## src/fpip_pkg.sv

```systemverilog
// ----------------------------------------------------------------------------
// fpip_pkg
// Shared types and constants for the fixed point integer power block.
// ----------------------------------------------------------------------------
package fpip_pkg;

  localparam int DataW       = 32;
  localparam int ProdW       = 2 * DataW;
  localparam int ExpFracBits = 29;
  localparam int RoundShift  = 24;
  localparam int StepW       = 2;
  localparam int MaxSteps    = 3;
  // reciprocal numerator is 2^50, handled two quotient bits per cycle over 52 bits
  localparam int DivIters    = 26;
  localparam int DivCntW     = 5;

  localparam logic [DataW-1:0] OneQ15 = 32'h0000_8000;
  localparam logic [DataW-1:0] SatMax = 32'h7fff_ffff;
  localparam logic [DataW-1:0] SatMin = 32'h8000_0000;

  typedef enum logic [2:0] {
    S_IDLE,
    S_SETUP,
    S_DIV,
    S_RECIP,
    S_MUL,
    S_RND,
    S_DONE
  } state_t;

  typedef struct packed {
    logic load;
    logic div_step;
    logic div_first;
    logic recip;
    logic mul;
    logic rnd;
    logic out_load;
  } cmd_t;

  typedef struct packed {
    logic             need_div;
    logic [StepW-1:0] steps;
  } status_t;

endpackage

```

## src/fixed_point_integer_power.sv

```systemverilog
// ----------------------------------------------------------------------------
// fixed_point_integer_power
// Raises a Q6.25 base to the integer part of a Q2.29 exponent, Q16.15 out.
// ----------------------------------------------------------------------------
// Input channel: in_valid/in_ready with in_base and in_exponent. Output
// channel: out_valid/out_ready with out_power and out_divide_by_zero.
// One word is worked on at a time; in_ready is high only while idle.
// Let n be the step count (integer exponent magnitude, limited to 3).
// A non-negative exponent, or a zero base, goes from acceptance through
// setup and n multiply/round steps to the output register; a negative
// exponent with a nonzero base first forms the reciprocal in a
// restoring divider producing two quotient bits per cycle.
// Each step is a multiply on the shared 32x32 multiplier followed by a
// round and saturate. The next word can be accepted the cycle after the
// result is registered.
// Reset clears the sequencer and the output valid; the datapath holds
// no state across words. When the receiver stalls, the finished word
// waits in the output register and a new word may already be taken and
// computed; it waits in its final state until the output register frees.
// ----------------------------------------------------------------------------
module fixed_point_integer_power (
  input  logic                       clk,
  input  logic                       rst_n,
  input  logic                       in_valid,
  output logic                       in_ready,
  input  logic [fpip_pkg::DataW-1:0] in_base,
  input  logic [fpip_pkg::DataW-1:0] in_exponent,
  output logic                       out_valid,
  input  logic                       out_ready,
  output logic [fpip_pkg::DataW-1:0] out_power,
  output logic                       out_divide_by_zero
);

  fpip_pkg::cmd_t    cmd;
  fpip_pkg::status_t status;

  fpip_ctrl u_ctrl (
    .clk       (clk),
    .rst_n     (rst_n),
    .in_valid  (in_valid),
    .in_ready  (in_ready),
    .out_valid (out_valid),
    .out_ready (out_ready),
    .status    (status),
    .cmd       (cmd)
  );

  fpip_datapath u_datapath (
    .clk                (clk),
    .in_base            (in_base),
    .in_exponent        (in_exponent),
    .cmd                (cmd),
    .status             (status),
    .out_power          (out_power),
    .out_divide_by_zero (out_divide_by_zero)
  );

endmodule

```

## src/fpip_datapath.sv

```systemverilog
// ----------------------------------------------------------------------------
// fpip_datapath
// Operand registers, two-bit-per-cycle reciprocal divider, shared
// multiply and round/saturate unit, and the output word register.
// ----------------------------------------------------------------------------
module fpip_datapath (
  input  logic                          clk,
  input  logic [fpip_pkg::DataW-1:0]    in_base,
  input  logic [fpip_pkg::DataW-1:0]    in_exponent,
  input  fpip_pkg::cmd_t                cmd,
  output fpip_pkg::status_t             status,
  output logic [fpip_pkg::DataW-1:0]    out_power,
  output logic                          out_divide_by_zero
);

  logic [fpip_pkg::DataW-1:0]        base_r;
  logic signed [fpip_pkg::DataW-1:0] mult_r;
  logic signed [fpip_pkg::DataW-1:0] pw_r;
  logic signed [fpip_pkg::ProdW-1:0] prod_r;
  logic [fpip_pkg::DataW-1:0]        rem_r;
  logic [fpip_pkg::DataW-1:0]        quo_r;
  logic                              dz_r;
  logic                              neg_r;
  logic [fpip_pkg::StepW-1:0]        steps_r;
  logic [fpip_pkg::DataW-1:0]        power_r;
  logic                              dz_out_r;

  logic                              exp_neg;
  logic [fpip_pkg::DataW-1:0]        mag;
  logic [2:0]                        steps_raw;
  logic [fpip_pkg::StepW-1:0]        steps_in;
  logic                              dz_in;
  logic [fpip_pkg::DataW-1:0]        dvsr;
  logic [fpip_pkg::DataW:0]          r1;
  logic [fpip_pkg::DataW:0]          r2;
  logic [fpip_pkg::DataW:0]          r1_nxt;
  logic [fpip_pkg::DataW:0]          r2_nxt;
  logic                              q1;
  logic                              q2;
  logic signed [39:0]                trunc;
  logic signed [40:0]                inc;
  logic [39:0]                       half;
  logic [fpip_pkg::DataW-1:0]        sat_val;

  // load decode
  always_comb begin
    exp_neg   = in_exponent[fpip_pkg::DataW-1];
    mag       = exp_neg ? (~in_exponent + 32'd1) : in_exponent;
    steps_raw = mag[fpip_pkg::DataW-1:fpip_pkg::ExpFracBits];
    steps_in  = (steps_raw > 3'(fpip_pkg::MaxSteps)) ? fpip_pkg::StepW'(fpip_pkg::MaxSteps)
                                                     : steps_raw[fpip_pkg::StepW-1:0];
    dz_in     = exp_neg && (in_base == '0);
  end

  // two restoring division steps per cycle
  always_comb begin
    dvsr = base_r[fpip_pkg::DataW-1] ? (~base_r + 32'd1) : base_r;
    r1   = {rem_r, 1'b0};
    q1   = (r1 >= {1'b0, dvsr});
    r1_nxt = q1 ? (r1 - {1'b0, dvsr}) : r1;
    r2   = {r1_nxt[fpip_pkg::DataW-1:0], cmd.div_first};
    q2   = (r2 >= {1'b0, dvsr});
    r2_nxt = q2 ? (r2 - {1'b0, dvsr}) : r2;
  end

  // round and saturate
  always_comb begin
    trunc = prod_r[fpip_pkg::ProdW-1:fpip_pkg::RoundShift];
    inc   = {trunc[39], trunc} + 41'sd1;
    half  = inc[40:1];
    if (half[39:31] == 9'h000 || half[39:31] == 9'h1ff) begin
      sat_val = half[31:0];
    end else if (half[39]) begin
      sat_val = fpip_pkg::SatMin;
    end else begin
      sat_val = fpip_pkg::SatMax;
    end
  end

  always_ff @(posedge clk) begin
    if (cmd.load) begin
      base_r  <= in_base;
      mult_r  <= dz_in ? fpip_pkg::SatMax : in_base;
      pw_r    <= fpip_pkg::OneQ15;
      rem_r   <= '0;
      quo_r   <= '0;
      dz_r    <= dz_in;
      neg_r   <= exp_neg;
      steps_r <= steps_in;
    end
    if (cmd.div_step) begin
      rem_r <= r2_nxt[fpip_pkg::DataW-1:0];
      quo_r <= {quo_r[fpip_pkg::DataW-3:0], q1, q2};
    end
    if (cmd.recip) begin
      mult_r <= base_r[fpip_pkg::DataW-1] ? (~quo_r + 32'd1) : quo_r;
    end
    if (cmd.mul) begin
      prod_r <= pw_r * mult_r;
    end
    if (cmd.rnd) begin
      pw_r <= sat_val;
    end
    if (cmd.out_load) begin
      power_r  <= pw_r;
      dz_out_r <= dz_r;
    end
  end

  assign status.need_div   = neg_r & ~dz_r;
  assign status.steps      = steps_r;
  assign out_power          = power_r;
  assign out_divide_by_zero = dz_out_r;

endmodule

```

## src/fpip_ctrl.sv

```systemverilog
// ----------------------------------------------------------------------------
// fpip_ctrl
// Sequencer for one word: setup, reciprocal division, multiply/round loop
// and hand-off to the output register.
// ----------------------------------------------------------------------------
module fpip_ctrl (
  input  logic              clk,
  input  logic              rst_n,
  input  logic              in_valid,
  output logic              in_ready,
  output logic              out_valid,
  input  logic              out_ready,
  input  fpip_pkg::status_t status,
  output fpip_pkg::cmd_t    cmd
);

  fpip_pkg::state_t                state_r, state_nxt;
  logic [fpip_pkg::DivCntW-1:0]    div_cnt_r, div_cnt_nxt;
  logic [fpip_pkg::StepW-1:0]      steps_left_r, steps_left_nxt;
  logic                            out_valid_r, out_valid_nxt;

  always_ff @(posedge clk) begin
    if (!rst_n) begin
      state_r      <= fpip_pkg::S_IDLE;
      div_cnt_r    <= '0;
      steps_left_r <= '0;
      out_valid_r  <= 1'b0;
    end else begin
      state_r      <= state_nxt;
      div_cnt_r    <= div_cnt_nxt;
      steps_left_r <= steps_left_nxt;
      out_valid_r  <= out_valid_nxt;
    end
  end

  always_comb begin
    state_nxt      = state_r;
    div_cnt_nxt    = div_cnt_r;
    steps_left_nxt = steps_left_r;
    cmd            = '0;
    case (state_r)
      fpip_pkg::S_IDLE: begin
        if (in_valid) begin
          cmd.load  = 1'b1;
          state_nxt = fpip_pkg::S_SETUP;
        end
      end
      fpip_pkg::S_SETUP: begin
        steps_left_nxt = status.steps;
        div_cnt_nxt    = '0;
        if (status.need_div) begin
          state_nxt = fpip_pkg::S_DIV;
        end else if (status.steps != '0) begin
          state_nxt = fpip_pkg::S_MUL;
        end else begin
          state_nxt = fpip_pkg::S_DONE;
        end
      end
      fpip_pkg::S_DIV: begin
        cmd.div_step  = 1'b1;
        cmd.div_first = (div_cnt_r == '0);
        div_cnt_nxt   = div_cnt_r + 1'b1;
        if (div_cnt_r == fpip_pkg::DivCntW'(fpip_pkg::DivIters - 1)) begin
          state_nxt = fpip_pkg::S_RECIP;
        end
      end
      fpip_pkg::S_RECIP: begin
        cmd.recip = 1'b1;
        state_nxt = (steps_left_r != '0) ? fpip_pkg::S_MUL : fpip_pkg::S_DONE;
      end
      fpip_pkg::S_MUL: begin
        cmd.mul   = 1'b1;
        state_nxt = fpip_pkg::S_RND;
      end
      fpip_pkg::S_RND: begin
        cmd.rnd        = 1'b1;
        steps_left_nxt = steps_left_r - 1'b1;
        state_nxt      = (steps_left_r == fpip_pkg::StepW'(1)) ? fpip_pkg::S_DONE
                                                               : fpip_pkg::S_MUL;
      end
      fpip_pkg::S_DONE: begin
        if (!out_valid_r || out_ready) begin
          cmd.out_load = 1'b1;
          state_nxt    = fpip_pkg::S_IDLE;
        end
      end
      default: begin
        state_nxt = fpip_pkg::S_IDLE;
      end
    endcase

    if (cmd.out_load) begin
      out_valid_nxt = 1'b1;
    end else if (out_ready) begin
      out_valid_nxt = 1'b0;
    end else begin
      out_valid_nxt = out_valid_r;
    end
  end

  assign in_ready  = (state_r == fpip_pkg::S_IDLE);
  assign out_valid = out_valid_r;

  a_accept_setup: assert property (@(posedge clk) disable iff (!rst_n)
    (in_valid && in_ready) |=> (state_r == fpip_pkg::S_SETUP))
    else $error("accepted word did not enter setup");

  a_cmd_onehot: assert property (@(posedge clk) disable iff (!rst_n)
    $onehot0({cmd.load, cmd.div_step, cmd.recip, cmd.mul, cmd.rnd, cmd.out_load}))
    else $error("datapath commands overlap");

  a_div_bound: assert property (@(posedge clk) disable iff (!rst_n)
    (state_r == fpip_pkg::S_DIV) |-> (div_cnt_r < fpip_pkg::DivCntW'(fpip_pkg::DivIters)))
    else $error("divider ran past its iteration count");

  a_last_step: assert property (@(posedge clk) disable iff (!rst_n)
    (state_r == fpip_pkg::S_RND && steps_left_r == fpip_pkg::StepW'(1))
      |=> (state_r == fpip_pkg::S_DONE))
    else $error("multiply loop did not stop after last step");

  a_no_overwrite: assert property (@(posedge clk) disable iff (!rst_n)
    (out_valid_r && !out_ready) |-> !cmd.out_load)
    else $error("output word overwritten while stalled");

endmodule

```

## config.mk

```make
export PLATFORM = sky130hd
export DESIGN_NAME = fixed_point_integer_power
export DESIGN_NICKNAME = d
export VERILOG_FILES = /design/src/fpip_pkg.sv /design/src/fixed_point_integer_power.sv /design/src/fpip_datapath.sv /design/src/fpip_ctrl.sv
export SDC_FILE = /design/constraint.sdc
export NUM_CORES = 2
export LEC_CHECK = 0
export BUFFER_PORTS_ARGS = -buffer_cell sky130_fd_sc_hd__clkbuf_2
export CAP_MARGIN = 5
export CORE_MARGIN = 4
export CORE_UTILIZATION = 45
export CTS_CLUSTER_DIAMETER = 50
export DETAILED_ROUTE_END_ITERATION = 7
export SLEW_MARGIN = 10
export SYNTH_ARGS = -nofsm -noshare
export SYNTH_HDL_FRONTEND = slang
export SYNTH_SLANG_ARGS = --single-unit
```

## constraint.sdc

```tcl
create_clock -name clk -period 8.55 [get_ports clk]
set_clock_uncertainty 0.1 [all_clocks]
set_input_delay 1.71 -clock clk [delete_from_list [all_inputs] [get_ports clk]]
set_output_delay 1.71 -clock clk [all_outputs]
set_load 0.03 [all_outputs]
```

==> run_summary.xml <==
<?xml version="1.0" encoding="UTF-8"?>
<metrics>
  <group name="outcome">
    <metric name="status" unit="">completed</metric>
  </group>
  <group name="sta">
    <metric name="worstMarginPinSlew" unit="ns">0.816</metric>
    <metric name="min_period_over_period" unit="">0.972</metric>
    <metric name="final-setup-viol-count" unit="">0</metric>
    <metric name="slew_viol_final" unit="">0</metric>
    <metric name="hold-worst-slack" unit="ns">0.435</metric>
    <metric name="finalHoldViolCount" unit="">0</metric>
    <metric name="final_period_minus_worst_setup_slack" unit="ns">8.31</metric>
    <metric name="maxClockFrequency" unit="MHz">120</metric>
    <metric name="worst_slew_margin_rel" unit="">0.456</metric>
  </group>
  <group name="floorplanning">
    <metric name="chipHeight" unit="um">341</metric>
    <metric name="die_w" unit="um">341</metric>
    <metric name="total_die_area" unit="mm2">0.116</metric>
    <metric name="effective_utilization_at_floorplan" unit="">0.456</metric>
    <metric name="core_area" unit="mm2">0.110</metric>
    <metric name="ios" unit="">103</metric>
    <metric name="rows" unit="">121</metric>
  </group>
  <group name="synth">
    <metric name="yosys.area.top_type" unit="">sky130_fd_sc_hd__fa_1</metric>
    <metric name="commonest_cells_in_the_netlist" unit="">sky130_fd_sc_hd__fa_1 (1083), sky130_fd_sc_hd__inv_1 (1026), sky130_fd_sc_hd__nand2_1 (582), sky130_fd_sc_hd__and2_1 (521), sky130_fd_sc_hd__ha_1 (252)</metric>
    <metric name="yosysUniqueCellTypes" unit="">77</metric>
    <metric name="synthFlopType" unit="">sky130_fd_sc_hd__edfxtp_1</metric>
    <metric name="yosys_warnings" unit="">0</metric>
    <metric name="yosysMostFrequentCell" unit="">sky130_fd_sc_hd__fa_1</metric>
    <metric name="syn-mean-instance-area" unit="um2">9.81</metric>
    <metric name="post_synth_edffs" unit="">237</metric>
    <metric name="mappedNetlistNets" unit="">6498</metric>
    <metric name="synth.cell_area" unit="mm2">0.0500</metric>
    <metric name="ys_async_sr_fraction" unit="">0</metric>
    <metric name="netlist_instances" unit="">5095</metric>
    <metric name="synth_largest_type_area_fraction" unit="">0.434</metric>
    <metric name="postSynthRegisterBits" unit="">248</metric>
    <metric name="largest_cells_by_area_after_synthesis" unit="">sky130_fd_sc_hd__fa_1 (43%), sky130_fd_sc_hd__edfxtp_1 (14%), sky130_fd_sc_hd__inv_1 (7.7%)</metric>
    <metric name="ys_seq_area_frac" unit="">0.147</metric>
  </group>
  <group name="finish">
    <metric name="post_layout_net_count" unit="">6588</metric>
    <metric name="layout-drive-gt1-share" unit="">0.0830</metric>
    <metric name="antenna_cells_inserted" unit="">0</metric>
    <metric name="fillCellCount" unit="">10200</metric>
    <metric name="final_core_util" unit="">0.495</metric>
    <metric name="area_delta_synth_final" unit="%">8.66</metric>
  </group>
  <group name="min_path">
    <metric name="worst_hold_path_type" unit="">reg2reg</metric>
  </group>
  <group name="routing">
    <metric name="routed.top_layer" unit="">met4</metric>
    <metric name="remaining_design_rule_violation_count" unit="">0</metric>
    <metric name="route.detailed.wl_per_inst" unit="um">20.2</metric>
    <metric name="drt_pass1_iterations" unit="">5</metric>
    <metric name="drt-total-wl" unit="um">135000</metric>
    <metric name="vias_per_cell" unit="">5.27</metric>
    <metric name="total_via_count_in_the_routed_design" unit="">35200</metric>
    <metric name="met2RoutedLength" unit="um">66500</metric>
    <metric name="drtAntennaViolNets" unit="">0</metric>
    <metric name="met3_length" unit="um">7720</metric>
    <metric name="detail_route.iter0.violations" unit="">2211</metric>
    <metric name="drt-met1-wl" unit="um">57500</metric>
  </group>
  <group name="clocking">
    <metric name="cts.root.buffer_cell" unit="">sky130_fd_sc_hd__clkbuf_16</metric>
    <metric name="tritoncts.num_buffers" unit="">29</metric>
    <metric name="cts_hold_buffers" unit="">0</metric>
    <metric name="cts.clk_slew.worst_paths" unit="ns">0.07</metric>
    <metric name="maximum_level_of_the_cts_h_tree" unit="">1</metric>
    <metric name="cts_tree" unit="">yes</metric>
    <metric name="clk_latency" unit="ns">0.61</metric>
    <metric name="cts_max_path_buffers" unit="">3</metric>
    <metric name="cts_num_sinks" unit="">248</metric>
  </group>
  <group name="worst_setup_path">
    <metric name="crit_arrival" unit="ns">8.53</metric>
    <metric name="beginning_of_the_critical_path" unit="">u_datapath.mult_r[28]$_DFFE_PP_</metric>
    <metric name="worstSetupStartpointType" unit="">flop</metric>
    <metric name="worst-r2r-setup-slack" unit="ns">0.24</metric>
    <metric name="crit_end" unit="">u_datapath.prod_r[50]$_DFFE_PP_</metric>
    <metric name="endpoint_kind" unit="">flop</metric>
    <metric name="r2r_cells" unit="">21</metric>
    <metric name="reg2reg_from" unit="">u_datapath.mult_r[28]$_DFFE_PP_</metric>
    <metric name="timing_worst_setup_path_type" unit="">reg2reg</metric>
    <metric name="worstPathRequired" unit="ns">8.77</metric>
    <metric name="reg2reg_to" unit="">u_datapath.prod_r[50]$_DFFE_PP_</metric>
    <metric name="critical_path_peak_fanout" unit="">26</metric>
  </group>
  <group name="global_route">
    <metric name="grt_first_pass_wirelength" unit="um">218000</metric>
    <metric name="largest_net_degree_at_the_start_of_global_routing" unit="">62</metric>
    <metric name="grt_use_total" unit="">0.239</metric>
    <metric name="global_route.overflow_total" unit="">0</metric>
    <metric name="grt_antenna_before_repair" unit="">4</metric>
    <metric name="via_count_of_the_first_global_routing_pass" unit="">37900</metric>
  </group>
  <group name="place">
    <metric name="numPortBuffers" unit="">102</metric>
    <metric name="post-dp-hpwl" unit="um">110000</metric>
    <metric name="gp_congestion" unit="">0.906</metric>
  </group>
  <group name="job">
    <metric name="cap_violations" unit="">0</metric>
  </group>
</metrics>
[timing repair]
item | CTS | global route
gates resized for setup | 1 | 27
buffers inserted | 5 | 20
endpoints found under the setup margin | 3 | 49
pin swaps | 0 | 2
[cells by family (layout without fill, tap and decap cells)]
logic type / after synthesis / in the layout / share of synthesized area
AND/OR/NAND/NOR: 1536 / 1536 / 0.157
adder cells (fa/ha/maj): 1335 / 1335 / 0.497
buffers and inverters: 1272 / 1384 / 0.0957
AO/OA/AOI/OAI: 459 / 459 / 0.0586
flip-flops: 248 / 248 / 0.147
XOR/XNOR: 190 / 190 / 0.0333
multiplexers: 55 / 55 / 0.0118
[layout make-up]
cell class              count  area (um2)  area share
well taps                1476        1850      0.0340
multi-input cells        3575       38000       0.699
repair buffers            304        2390      0.0441
clock buffers              32         737      0.0136
clock inverters            21         161     0.00297
inverters                1027        3850      0.0710
flip-flops and latches    248        7340       0.135
[registers in the layout, summed over array words and instances, names as in the netlist, 2 cells and up]
| register | flops |
|---|---|
| u_datapath.out_power | 32 |
| u_datapath.pw_r | 32 |
| u_ctrl.steps_left_r | 2 |
| u_datapath.rem_r | 32 |
| u_datapath.prod_r | 40 |
| u_datapath.steps_r | 2 |
| u_datapath.quo_r | 32 |
| u_datapath.base_r | 32 |
| u_ctrl.div_cnt_r | 5 |
| u_datapath.mult_r | 32 |
| u_ctrl.state_r | 3 |
[worst min-delay path by stage]
stage / startpoint / end / slack [ns] / cells after the start
final: u_ctrl.steps_left_r[0]$_SDFFE_PN0P_ / u_ctrl.steps_left_r[0]$_SDFFE_PN0P_ / 0.43 / 2
after floorplan: u_datapath.dz_r$_DFFE_PP_ / u_datapath.out_divide_by_zero$_DFFE_PP_ / 0.32 / 0
after global routing: u_datapath.pw_r[14]$_SDFFCE_PN0P_ / u_datapath.out_power[14]$_DFFE_PP_ / 0.46 / 0
after detailed placement: u_datapath.pw_r[15]$_SDFFCE_PN1P_ / u_datapath.out_power[15]$_DFFE_PP_ / 0.42 / 0
after global placement: u_datapath.pw_r[14]$_SDFFCE_PN0P_ / u_datapath.out_power[14]$_DFFE_PP_ / 0.40 / 0
after CTS: u_ctrl.steps_left_r[0]$_SDFFE_PN0P_ / u_ctrl.steps_left_r[0]$_SDFFE_PN0P_ / 0.43 / 2
[stage by stage]
step	instances	setup WS, ns	instance area, um2	TNS [ns]
final	6683	0.244	54300	0
after CTS	6663	0.0350	54000	0
after detailed placement	6605	-0.0941	53100	-0.109
after floorplan	5095	0.492	50000	0
after global placement	6605	-0.00243	53100	-0.00243
after global routing	6683	-0.0171	54300	-0.0171
[cells in the final DEF, fill, tap and decap left out, types with 28 or more instances in the layout]
| cell | n |
|---|---|
| sky130_fd_sc_hd__a21o_1 | 51 |
| sky130_fd_sc_hd__a21oi_1 | 131 |
| sky130_fd_sc_hd__and2_1 | 521 |
| sky130_fd_sc_hd__and3_1 | 47 |
| sky130_fd_sc_hd__buf_12 | 28 |
| sky130_fd_sc_hd__buf_4 | 168 |
| sky130_fd_sc_hd__clkbuf_16 | 29 |
| sky130_fd_sc_hd__clkbuf_2 | 102 |
| sky130_fd_sc_hd__edfxtp_1 | 237 |
| sky130_fd_sc_hd__fa_1 | 1082 |
| sky130_fd_sc_hd__ha_1 | 251 |
| sky130_fd_sc_hd__inv_1 | 1025 |
| sky130_fd_sc_hd__mux2_2 | 28 |
| sky130_fd_sc_hd__nand2_1 | 581 |
| sky130_fd_sc_hd__nand3_1 | 35 |
| sky130_fd_sc_hd__nand4_1 | 34 |
| sky130_fd_sc_hd__nor2_1 | 119 |
| sky130_fd_sc_hd__nor2b_1 | 39 |
| sky130_fd_sc_hd__nor3_1 | 44 |
| sky130_fd_sc_hd__o21ai_0 | 103 |
| sky130_fd_sc_hd__xnor2_1 | 78 |
| sky130_fd_sc_hd__xor2_1 | 110 |
[metal layers]
metal / track usage / vias up
li1: - / 15800
met4: 0.0518 / 0
met5: 0 / -
met1: 0.326 / 18300
met3: 0.0314 / 154
met2: 0.410 / 954
[worst max-delay path, cell delays in order (launching register included)]
cell	delay [ns]
sky130_fd_sc_hd__edfxtp_1	0.75
sky130_fd_sc_hd__buf_4	0.46
sky130_fd_sc_hd__nand2_1	0.13
sky130_fd_sc_hd__fa_1	0.50
sky130_fd_sc_hd__inv_1	0.05
sky130_fd_sc_hd__fa_1	0.57
sky130_fd_sc_hd__fa_1	0.45
sky130_fd_sc_hd__fa_1	0.49
sky130_fd_sc_hd__fa_1	0.56
sky130_fd_sc_hd__fa_1	0.45
sky130_fd_sc_hd__fa_1	0.58
sky130_fd_sc_hd__fa_1	0.48
sky130_fd_sc_hd__ha_1	0.43
sky130_fd_sc_hd__nand4_1	0.19
sky130_fd_sc_hd__or3_1	0.45
sky130_fd_sc_hd__a2111oi_2	0.38
sky130_fd_sc_hd__buf_4	0.17
sky130_fd_sc_hd__o21ai_0	0.12
sky130_fd_sc_hd__a21boi_1	0.21
sky130_fd_sc_hd__o21a_1	0.19
sky130_fd_sc_hd__mux2i_1	0.19
sky130_fd_sc_hd__nand2_1	0.08
Power is not shown: default switching activity piles up to over one toggle a cycle in this logic, so the estimate is an artifact.
